[config.mk]
export PLATFORM = sky130hd
export DESIGN_NAME = jtag_sequence_engine
export DESIGN_NICKNAME = d
export VERILOG_FILES = /design/src/sv/jse_pkg.sv /design/src/sv/jse_parser.sv /design/src/sv/jse_emitter.sv /design/src/sv/jtag_sequence_engine.sv
export VERILOG_INCLUDE_DIRS = /design/src /design/src/sv
export SDC_FILE = /design/constraint.sdc
export NUM_CORES = 1
export LEC_CHECK = 0
export CAP_MARGIN = 20
export CELL_PAD_IN_SITES_DETAIL_PLACEMENT = 0
export CELL_PAD_IN_SITES_GLOBAL_PLACEMENT = 1
export CORE_MARGIN = 1
export CORE_UTILIZATION = 36
export DETAILED_ROUTE_END_ITERATION = 8
export DONT_BUFFER_PORTS = 1
export HOLD_SLACK_MARGIN = 0.12
export PLACE_DENSITY_LB_ADDON = 0.08
export SLEW_MARGIN = 40
export SYNTH_ARGS = -nofsm -noshare
export SYNTH_HDL_FRONTEND = slang
export SYNTH_SLANG_ARGS = --single-unit
[constraint.sdc]
create_clock -name aclk -period 4.18 [get_ports aclk]
set_input_delay 0.627 -clock aclk [delete_from_list [all_inputs] [get_ports aclk]]
set_output_delay 0.627 -clock aclk [all_outputs]
set_load 0.02 [all_outputs]
[src/sv/jtag_sequence_engine_macros.svh]
// assertion macros shared by the jtag sequence engine rtl
// no dependencies; included by the files that carry assertions
`ifndef JTAG_SEQUENCE_ENGINE_MACROS_SVH
`define JTAG_SEQUENCE_ENGINE_MACROS_SVH

`ifndef ASSERT_OFF
// checked only while out of reset
`define JSE_ASSERT(lbl, clk, rstn, prop, msg) \
    lbl: assert property (@(posedge clk) disable iff (!rstn) prop) else $error(msg);
// checked at every edge, reset included
`define JSE_ASSERT_ALWAYS(lbl, clk, prop, msg) \
    lbl: assert property (@(posedge clk) prop) else $error(msg);
`else
`define JSE_ASSERT(lbl, clk, rstn, prop, msg)
`define JSE_ASSERT_ALWAYS(lbl, clk, prop, msg)
`endif

`endif

[src/sv/jse_pkg.sv]
// types and constants of the jtag sequence engine
// no dependencies; imported by jse_parser, jse_emitter and the top level
package jse_pkg;

    // request header byte fields
    localparam logic [7:0] HDR_BITS    = 8'h3F;
    localparam logic [7:0] HDR_TMS     = 8'h40;
    localparam logic [7:0] HDR_CAPTURE = 8'h80;

    // stream widths
    localparam int S_TDATA_W = 16;
    localparam int M_TDATA_W = 16;

    // result kinds
    localparam logic KIND_CLOCK = 1'b0;
    localparam logic KIND_RESP  = 1'b1;

    // work left by one input byte, handed from parser to emitter
    typedef struct packed {
        logic       pair;     // echo + status pair instead of bit clocks
        logic [3:0] nbits;    // bit clocks to issue, 1..8
        logic       tms;      // tms level for all clocks
        logic [7:0] tdi;      // tdi bits, lsb first
        logic       capture;  // append captured tdo byte
        logic [7:0] resp;     // echoed command or captured tdo bits
    } bundle_t;

    // one result transaction
    typedef struct packed {
        logic       kind;
        logic       tms;
        logic       tdi;
        logic [7:0] resp;
        logic       last;
    } result_t;

endpackage

[src/sv/jse_parser.sv]
// request parser: tracks the request phase and turns each count and data byte into a bundle
// depends on jse_pkg and jtag_sequence_engine_macros.svh
`include "jtag_sequence_engine_macros.svh"

module jse_parser import jse_pkg::*; (
    input  logic                 aclk,
    input  logic                 aresetn,
    input  logic                 s_tvalid,
    output logic                 s_tready,
    input  logic [S_TDATA_W-1:0] s_tdata,   // [7:0] rx_byte, [15:8] tdo_levels
    output bundle_t              bnd,
    output logic                 bnd_valid,
    input  logic                 bnd_take
);

    typedef enum logic [1:0] {
        PH_CMD,
        PH_COUNT,
        PH_HEADER,
        PH_DATA
    } phase_t;

    phase_t     phase_reg,     phase_next;
    logic [7:0] cmd_echo_reg,  cmd_echo_next;
    logic [7:0] seq_left_reg,  seq_left_next;
    logic [6:0] bits_left_reg, bits_left_next;
    logic       tms_reg,       tms_next;
    logic       cap_reg,       cap_next;
    bundle_t    bnd_reg,       bnd_next;
    logic       bnd_valid_reg, bnd_valid_next;

    logic [7:0] rx_byte;
    logic [7:0] tdo_levels;
    logic       accept;
    logic [3:0] n_bits;
    logic [7:0] cap_mask;
    logic [6:0] bits_rem;
    logic [7:0] seq_dec;
    logic [5:0] hdr_cnt;

    assign rx_byte    = s_tdata[7:0];
    assign tdo_levels = s_tdata[15:8];
    assign s_tready   = !bnd_valid_reg || bnd_take;
    assign accept     = s_tvalid && s_tready;
    assign bnd        = bnd_reg;
    assign bnd_valid  = bnd_valid_reg;

    // bits clocked by this data byte
    always_comb begin
        if (bits_left_reg == 7'd0) begin
            n_bits = 4'd1;
        end else if (bits_left_reg > 7'd8) begin
            n_bits = 4'd8;
        end else begin
            n_bits = bits_left_reg[3:0];
        end
        for (int j = 0; j < 8; j++) begin
            cap_mask[j] = (4'(j) < n_bits);
        end
        bits_rem = (bits_left_reg > {3'b000, n_bits}) ?
                   (bits_left_reg - {3'b000, n_bits}) : 7'd0;
        seq_dec  = seq_left_reg - 8'd1;
        hdr_cnt  = (rx_byte[5:0] & HDR_BITS[5:0]) - 6'd1;
    end

    // phase sequencing and bundle build
    always_comb begin
        phase_next     = phase_reg;
        cmd_echo_next  = cmd_echo_reg;
        seq_left_next  = seq_left_reg;
        bits_left_next = bits_left_reg;
        tms_next       = tms_reg;
        cap_next       = cap_reg;
        bnd_next       = bnd_reg;
        bnd_valid_next = bnd_valid_reg && !bnd_take;
        if (accept) begin
            unique case (phase_reg)
                PH_CMD: begin
                    cmd_echo_next = rx_byte;
                    phase_next    = PH_COUNT;
                end
                PH_COUNT: begin
                    bnd_next.pair    = 1'b1;
                    bnd_next.nbits   = 4'd2;
                    bnd_next.tms     = 1'b0;
                    bnd_next.tdi     = 8'h00;
                    bnd_next.capture = 1'b0;
                    bnd_next.resp    = cmd_echo_reg;
                    bnd_valid_next   = 1'b1;
                    seq_left_next    = rx_byte;
                    phase_next       = (rx_byte == 8'd0) ? PH_CMD : PH_HEADER;
                end
                PH_HEADER: begin
                    tms_next       = |(rx_byte & HDR_TMS);
                    cap_next       = |(rx_byte & HDR_CAPTURE);
                    bits_left_next = {1'b0, hdr_cnt} + 7'd1;
                    phase_next     = PH_DATA;
                end
                PH_DATA: begin
                    bnd_next.pair    = 1'b0;
                    bnd_next.nbits   = n_bits;
                    bnd_next.tms     = tms_reg;
                    bnd_next.tdi     = rx_byte;
                    bnd_next.capture = cap_reg;
                    bnd_next.resp    = tdo_levels & cap_mask;
                    bnd_valid_next   = 1'b1;
                    bits_left_next   = bits_rem;
                    if (bits_rem == 7'd0) begin
                        seq_left_next = seq_dec;
                        phase_next    = (seq_dec == 8'd0) ? PH_CMD : PH_HEADER;
                    end
                end
                default: begin
                    phase_next = PH_CMD;
                end
            endcase
        end
    end

    // state and bundle registers
    always_ff @(posedge aclk) begin
        if (!aresetn) begin
            phase_reg     <= PH_CMD;
            cmd_echo_reg  <= 8'd0;
            seq_left_reg  <= 8'd0;
            bits_left_reg <= 7'd0;
            tms_reg       <= 1'b0;
            cap_reg       <= 1'b0;
            bnd_valid_reg <= 1'b0;
        end else begin
            phase_reg     <= phase_next;
            cmd_echo_reg  <= cmd_echo_next;
            seq_left_reg  <= seq_left_next;
            bits_left_reg <= bits_left_next;
            tms_reg       <= tms_next;
            cap_reg       <= cap_next;
            bnd_valid_reg <= bnd_valid_next;
        end
        bnd_reg <= bnd_next;
    end

    // a data phase always has bits outstanding
    `JSE_ASSERT(a_data_has_bits, aclk, aresetn, (phase_reg == PH_DATA) |-> (bits_left_reg != 7'd0), "data phase with no bits left")
    // a held bundle blocks new input unless it is taken
    `JSE_ASSERT(a_hold_blocks, aclk, aresetn, (bnd_valid_reg && !bnd_take) |-> !s_tready, "input taken over a held bundle")

endmodule

[src/sv/jse_emitter.sv]
// result emitter: walks one bundle and issues one result transaction per cycle while m_tready does not stall the output
// depends on jse_pkg and jtag_sequence_engine_macros.svh
`include "jtag_sequence_engine_macros.svh"

module jse_emitter import jse_pkg::*; (
    input  logic                 aclk,
    input  logic                 aresetn,
    input  bundle_t              bnd,
    input  logic                 bnd_valid,
    output logic                 bnd_take,
    output logic                 m_tvalid,
    input  logic                 m_tready,
    output logic [M_TDATA_W-1:0] m_tdata,   // [0] tms_level, [1] tdi_level, [9:2] resp_byte
    output logic                 m_tuser,   // [0] kind
    output logic                 m_tlast    // last
);

    bundle_t    cur_reg,       cur_next;
    logic       cur_valid_reg, cur_valid_next;
    logic [3:0] idx_reg,       idx_next;
    logic       m_tvalid_reg,  m_tvalid_next;
    result_t    res_reg,       res_next;

    result_t    res;
    logic [3:0] res_count;
    logic       out_free;
    logic       step;
    logic       fin;

    // result selected by the walk index
    always_comb begin
        res.kind = KIND_RESP;
        res.tms  = 1'b0;
        res.tdi  = 1'b0;
        res.resp = 8'h00;
        res.last = 1'b0;
        if (cur_reg.pair) begin
            res.resp = idx_reg[0] ? 8'h00 : cur_reg.resp;
            res.last = idx_reg[0];
        end else if (idx_reg < cur_reg.nbits) begin
            res.kind = KIND_CLOCK;
            res.tms  = cur_reg.tms;
            res.tdi  = cur_reg.tdi[idx_reg[2:0]];
            res.last = (idx_reg == (cur_reg.nbits - 4'd1)) && !cur_reg.capture;
        end else begin
            res.resp = cur_reg.resp;
            res.last = 1'b1;
        end
        res_count = cur_reg.pair ? 4'd2 : (cur_reg.nbits + {3'b000, cur_reg.capture});
    end

    assign out_free = !m_tvalid_reg || m_tready;
    assign step     = cur_valid_reg && out_free;
    assign fin      = step && res.last;
    assign bnd_take = !cur_valid_reg || fin;

    // walk and output register control
    always_comb begin
        cur_next       = cur_reg;
        cur_valid_next = cur_valid_reg;
        idx_next       = idx_reg;
        m_tvalid_next  = m_tvalid_reg;
        res_next       = res_reg;
        if (out_free) begin
            m_tvalid_next = step;
        end
        if (step) begin
            res_next = res;
            idx_next = idx_reg + 4'd1;
        end
        if (bnd_take) begin
            cur_valid_next = bnd_valid;
            if (bnd_valid) begin
                cur_next = bnd;
                idx_next = 4'd0;
            end
        end
    end

    always_ff @(posedge aclk) begin
        if (!aresetn) begin
            cur_valid_reg <= 1'b0;
            idx_reg       <= 4'd0;
            m_tvalid_reg  <= 1'b0;
        end else begin
            cur_valid_reg <= cur_valid_next;
            idx_reg       <= idx_next;
            m_tvalid_reg  <= m_tvalid_next;
        end
        cur_reg <= cur_next;
        res_reg <= res_next;
    end

    assign m_tvalid = m_tvalid_reg;
    assign m_tdata  = {6'd0, res_reg.resp, res_reg.tdi, res_reg.tms};
    assign m_tuser  = res_reg.kind;
    assign m_tlast  = res_reg.last;

    // walk never runs past the results of its bundle
    `JSE_ASSERT(a_idx_in_range, aclk, aresetn, cur_valid_reg |-> (idx_reg < res_count), "walk index past bundle")
    // a bundle that is taken starts its walk at the first result
    `JSE_ASSERT(a_load_restarts, aclk, aresetn, (bnd_take && bnd_valid) |=> (cur_valid_reg && (idx_reg == 4'd0)), "bundle load did not restart walk")
    // no result leaves in the cycle after reset
    `JSE_ASSERT_ALWAYS(a_reset_quiet, aclk, !aresetn |=> !m_tvalid_reg, "output valid after reset")

endmodule

[src/sv/jtag_sequence_engine.sv]
// JTAG sequence engine: takes one request byte per transaction (with the TDO levels
// sampled for that byte) and issues bit clock and response byte transactions. Command
// and header bytes produce nothing; the count byte produces the echoed command and a
// zero status; a data byte produces one clock transaction per bit it carries plus,
// when capturing, the captured TDO byte, so n transactions, or n + 1 when capturing,
// at most nine. The single result register sets the rate: one result transaction per
// cycle while m_tready does not stall the output, and the next input byte is taken
// while results of the previous one are still going out.
// depends on jse_pkg, jse_parser and jse_emitter
module jtag_sequence_engine import jse_pkg::*; (
    input  logic                 aclk,
    input  logic                 aresetn,
    input  logic                 s_tvalid,
    output logic                 s_tready,
    input  logic [S_TDATA_W-1:0] s_tdata,   // [7:0] rx_byte, [15:8] tdo_levels
    output logic                 m_tvalid,
    input  logic                 m_tready,
    output logic [M_TDATA_W-1:0] m_tdata,   // [0] tms_level, [1] tdi_level, [9:2] resp_byte
    output logic                 m_tuser,   // [0] kind
    output logic                 m_tlast    // last
);

    bundle_t bnd;
    logic    bnd_valid;
    logic    bnd_take;

    // phase tracking and bundle build
    jse_parser u_parser (
        .aclk      (aclk),
        .aresetn   (aresetn),
        .s_tvalid  (s_tvalid),
        .s_tready  (s_tready),
        .s_tdata   (s_tdata),
        .bnd       (bnd),
        .bnd_valid (bnd_valid),
        .bnd_take  (bnd_take)
    );

    // result serialization
    jse_emitter u_emitter (
        .aclk      (aclk),
        .aresetn   (aresetn),
        .bnd       (bnd),
        .bnd_valid (bnd_valid),
        .bnd_take  (bnd_take),
        .m_tvalid  (m_tvalid),
        .m_tready  (m_tready),
        .m_tdata   (m_tdata),
        .m_tuser   (m_tuser),
        .m_tlast   (m_tlast)
    );

endmodule

Yosys cells after proc, flatten, opt, wreduce, memory -nomap -nowiden
Cells that the tools add are included.

storage, ports and cells
  register bits after elaboration = 92
  input port bits = 20
  output and inout port bits = 20
  logic and storage cells = 104

operators by class
  add/sub/neg operators = 6
  order comparisons = 12
  eq/ne operators = 5
  multiplexer cells = 23
  bitwise logic cells = 2
  reductions and logical operators = 29

operators with widths
  cell                                                                             count
  23-bit case mux with 2 select lines                                              1
  8-bit two-way mux                                                                3
  4-bit two-way mux                                                                5
  8-bit zero test                                                                  2
  3-bit by 4-bit < comparator with 1-bit output, first input constant              4
  8-bit case mux with 2 select lines                                               1
  7-bit zero test                                                                  2
  7-bit case mux with 2 select lines                                               1
  2-bit AND reduction                                                              6
  9-bit two-way mux                                                                1
  8-bit bitwise AND                                                                1
  1-bit by 4-bit < comparator with 1-bit output, first input constant              2
  2-bit by 4-bit < comparator with 1-bit output, first input constant              2
  2-bit case mux with 4 select lines                                               1
  8-bit by 1-bit subtractor with 8-bit output, second input constant               1
  6-bit by 1-bit adder with 7-bit output, second input constant                    1
  7-bit by 4-bit greater-than comparator with 1-bit output                         1
  7-bit by 4-bit greater-than comparator with 1-bit output, second input constant  1
  7-bit two-way mux                                                                1
  7-bit by 4-bit subtractor with 7-bit output                                      1
  2-bit two-way mux                                                                3
  6-bit by 1-bit subtractor with 6-bit output, second input constant               1
  1-bit logical AND                                                                5
  1-bit zero test                                                                  5
  other kinds (17)                                                                 25

Depth between registers and ports, before layout
  depth after elaboration = 11
  mapped depth = 13
  depth with buffers taken out = 11

By module
From an unflattened synthesis, not the netlist that was laid out.

second synthesis, totals
  cell total of the unflattened synthesis = 449
  area total of the unflattened synthesis = 4,662.0 µm²

modules (own cells, without submodules)
  module       instances  cells each  area each (µm²)  sequential area each (µm²)
  jse_parser   1          329         2,932.8          1,251.2
  jse_emitter  1          120         1,729.2          1,171.1

Worst setup path before layout
OpenSTA, ideal clock, no wires.

  path kind = flip-flop to flip-flop
  from = register u_parser.bits_left_reg[6]
  to = register u_parser.phase_reg[1]
  setup time = 0.116 ns
  data arrival time = 3.205 ns
  required time = 4.064 ns
  path slack = 0.858 ns
  cell stages (with the launch flop) = 12
  cell sequence = dfxtp_1 clkbuf_1 nor4_2 nand2_1 ha_1 nor2b_1 o211ai_1 a21oi_1 o41ai_4 a31oi_1 or4_1 o211a_1

on the way
  cells in the longest elaborated chain, start to end = 8
  elaborated cells between the ends (all ways) = 10

ends and longest elaborated chain
  item                                                                                                                            RTL line                            text
  start, declared                                                                                                                 jse_parser.sv:26                    logic [6:0] bits_left_reg, bits_left_next;
  start signal, assigned                                                                                                          jse_parser.sv:134                   bits_left_reg <= bits_left_next;
  7-bit by 4-bit greater-than comparator with 1-bit output                                                                        jse_parser.sv:52                    end else if (bits_left_reg > 7'd8) begin
  4-bit two-way mux                                                                                                               jse_parser.sv:52
  4-bit two-way mux                                                                                                               jse_parser.sv:50                    if (bits_left_reg == 7'd0) begin
  7-bit by 4-bit subtractor with 7-bit output / 7-bit by 4-bit greater-than comparator with 1-bit output (equally long branches)  jse_parser.sv:61, jse_parser.sv:60
  7-bit two-way mux *                                                                                                             jse_parser.sv:60                    bits_rem = (bits_left_reg > {3'b000, n_bits}) ?
  7-bit zero test *                                                                                                               jse_parser.sv:108                   if (bits_rem == 7'd0) begin
  2-bit by 1-bit inequality test with 1-bit output (no source line) *                                                             n/a
  2-bit AND reduction (no source line) *                                                                                          n/a
  end signal, assigned                                                                                                            jse_parser.sv:131                   phase_reg <= phase_next;
  end, declared                                                                                                                   jse_parser.sv:23                    phase_t phase_reg, phase_next;

Every way passes the cells marked *; elsewhere a longest branch is shown, timed or not.
A chain may end at the register's enable or synchronous reset.

Final worst setup path
  from = register u_parser.bits_left_reg[4]
  to = register u_parser.phase_reg[1]

on the way
  cells in the longest elaborated chain, start to end = 8
  elaborated cells between the ends (all ways) = 10

ends and longest elaborated chain
  item                                                                                                                            RTL line                            text
  7-bit by 4-bit greater-than comparator with 1-bit output                                                                        jse_parser.sv:52
  4-bit two-way mux                                                                                                               jse_parser.sv:52
  4-bit two-way mux *                                                                                                             jse_parser.sv:50
  via u_parser.n_bits[0]                                                                                                          jse_parser.sv:35                    logic [3:0] n_bits;
  7-bit by 4-bit subtractor with 7-bit output / 7-bit by 4-bit greater-than comparator with 1-bit output (equally long branches)  jse_parser.sv:61, jse_parser.sv:60
  7-bit two-way mux *                                                                                                             jse_parser.sv:60
  7-bit zero test *                                                                                                               jse_parser.sv:108
  2-bit by 1-bit inequality test with 1-bit output (no source line) *                                                             n/a
  2-bit AND reduction (no source line) *                                                                                          n/a

The timed path passes the listed nets; every way through them passes the cells marked *.

==> run_results.csv <==
group,metric,value,unit
clock_network,clk_latency,340,ps
sta,fin_setup_tns,0,ps
setup_path,start_kind,"flop",
setup_path,crit_type,"reg2reg",
global_route,grt_pass1_vias,2820,
global_route,grt_pass1_wl,15.1,mm
sta,period_share,0.793,
sta,max_freq,0.302,GHz
die,fp.dieW,113,um
clock_network,cts_setup_buffers,0,
sta,hold-worst-slack,399,ps
global_route,antenna_found_initial,0,
clock_network,cts_tree,"built",
sta,tightest_slew,713,ps
die,initial_core_util,0.370,
sta,setup_viol,0,
setup_path,critPathRequiredTime,4420,ps
drt,drt_iter0_drc,122,
drt,post_drt_wl_per_cell,15.9,um
layout,fill_cells,1184,
clock_network,cts_root_buffer,"clkbuf_16",
status,status,"finished clean",
logic_synthesis,synthCells,421,
setup_path,path_max_fanout,10,
logic_synthesis,synth_top_family_by_area,"simple AND/OR/NAND/NOR gates",
die,num_rows,40,
sta,fin_worst_skew,7.28,ps
layout,syn_to_final_growth,10.1,%
power,p_leak,0.00185,uW
placement,place.detailed.hpwl,6.57,mm
global_route,track_usage,0.157,
clock_network,htreeDepth,3,
placement,io_buffers,0,
logic_synthesis,syn_area,0.00447,mm2
drt,dr.pass1.iters,4,
placement,placed_cells,571,
sta,relSlewSlack,0.524,
setup_path,crit_arrival,3550,ps
worst_hold_path,hold_path_class,"in2reg",
logic_synthesis,async_flop_share,0,
die,dieArea,0.0129,mm2
logic_synthesis,ys_types,55,
placement,gp_congestion,0.798,
sta,rsz0062_at_grt,"false",
run,drv_cap,0,
logic_synthesis,synthMuxAreaShare,0.0476,
drt,drcViolationCount,0,
logic_synthesis,synthAdderAreaFrac,0.0409,
logic_synthesis,ys.flop_type,"edfxtp_1",
global_route,overflow,0,
die,die_h,113,um
layout,layoutNonFillerInstCount,587,
logic_synthesis,synth-compound-area-share,0.118,
power,ir_drop,201,uV
sta,period_needed,3310,ps
placement,place_ws,868,ps
clock_network,clk_pin_slew_worst_paths,70,ps
drt,viasPerCell,4.85,
clock_network,clk_path_buf_depth,2,
layout,antenna_cells,0,
logic_synthesis,synth-edff-count,58,
die,pin_count,40,
logic_synthesis,seq_area_frac_synth,0.542,
power,power_density,418,mW/mm2
logic_synthesis,avgSynthCellArea,10.6,um2
setup_path,worst_setup_path_end_kind,"flop",
drt,wl,9.34,mm
sta,finalWorstSetupSlack,867,ps
clock_network,cts_resized,0,
logic_synthesis,yosysWarnings,0,
logic_synthesis,synthXorXnorAreaFrac,0.0392,
drt,num_vias,2848,
clock_network,cts-buffers-inserted,9,
drt,final_antenna_net_count,0,
sta,hold_viol,0,
sta,final-max-slew-violation-count,0,
power,power,2060,uW
logic_synthesis,synth_seq_cells,92,
layout,multiInputGateArea,0.00185,mm2
layout,finalNetCount,448,
logic_synthesis,synth-simple-area-share,0.163,
clock_network,cts_hold_buffers,0,
layout,drive_above_1_share,0.0859,
die,coreArea,0.0121,mm2
layout,ff_latch_area,0.00242,mm2
clock_network,cts.sink_count,92,
global_route,grt_max_degree,33,
==> layout make-up <==
type | instances | area share
Clock inverter | 6 | 0.0160
Multi-Input combinational cell | 283 | 0.376
Inverter | 22 | 0.0170
Tap cell | 168 | 0.0427
Clock buffer | 10 | 0.0465
Timing Repair Buffer | 6 | 0.00916
Sequential cell | 92 | 0.492
==> kinds of logic (layout without fill, tap and decap cells) <==
group,after synthesis,after routing
XOR/XNOR,20,20
flip-flops,92,92
buffers and inverters,51,44
other,1,6
adder cells (fa/ha/maj),14,14
multiplexers,18,18
AND/OR/NAND/NOR,147,147
AO/OA/AOI/OAI,78,78
==> stage by stage <==
stage | area (um2) | util
after global routing | 4920 | 0.408
after global placement | 4610 | 0.382
after CTS | 4920 | 0.408
after detailed placement | 4610 | 0.382
after floorplan | 4490 | -
final | 4920 | 0.408
==> synth_stat cells, types with 4 or more instances <==
library cell  instances  share of area
edfxtp_1             58           0.39
inv_1                20          0.017
dfxtp_1              34           0.15
ha_1                 13          0.036
buf_4                 6          0.010
nand2b_1              8          0.011
and3_1                9          0.013
xnor2_1              11          0.022
nand3_1              11          0.012
o22ai_1               5         0.0070
mux2i_1              16          0.036
nand2_1              37          0.031
and2_1               13          0.018
clkbuf_1             20          0.017
o31ai_1               5         0.0084
a21oi_1              19          0.021
o21ai_0              19          0.021
a211oi_1              5         0.0084
o21a_1                4         0.0067
nor2_1               44          0.037
xor2_1                9          0.018
nor3_1                5         0.0056
==> layout by cell type, fill, tap and decap left out, drive strengths merged, types with 9 or more instances in the layout <==
master / count
edfxtp: 58
nor2: 44
nand2: 37
dfxtp: 34
inv: 24
o21ai: 20
a21oi: 20
mux2i: 16
and2: 13
ha: 13
xnor2: 11
nand3: 11
clkbuf: 10
xor2: 9
and3: 9
==> report_power, final <==
| group | internal, uW | total (uW) | switching (uW) |
|---|---|---|---|
| Combinational | 77.5 | 197 | 119 |
| Sequential | 996 | 1020 | 22.6 |
| Clock | 477 | 842 | 365 |
| Total | 1550 | 2060 | 507 |
==> worst max-delay path: stages (launching register included) <==
cell      delay (ps)
dfxtp_1          520
nor4_2            80
buf_4            180
o21a_1           120
ha_1             210
fa_1             390
nand2b_1         170
a21oi_2          250
xnor2_1           90
nor3_1           240
a31oi_1          120
buf_4            200
or4_1            500
o211a_1          130
==> metal layers <==
layer | GRT usage | vias to the layer above | share of wire
li1 | - | 1470 | -
met1 | 0.184 | 1323 | 0.46
met2 | 0.270 | 44 | 0.49
met3 | 0.0457 | 11 | 0.026
met4 | 0.0649 | 0 | 0.019
met5 | 0 | - | 0
==> worst paths after layout <==
kind	start	endpoint	slack (ps)	depth (start not counted)
max	u_parser.bits_left_reg[4]	u_parser.phase_reg[1]	870	13
min	aresetn	u_parser.seq_left_reg[7]	400	1
max reg2reg	u_parser.bits_left_reg[4]	u_parser.phase_reg[1]	870	13
min reg2reg	u_parser.bnd[13]	u_emitter.cur_reg[13]	420	0
Power figures use the tool's default switching activity.
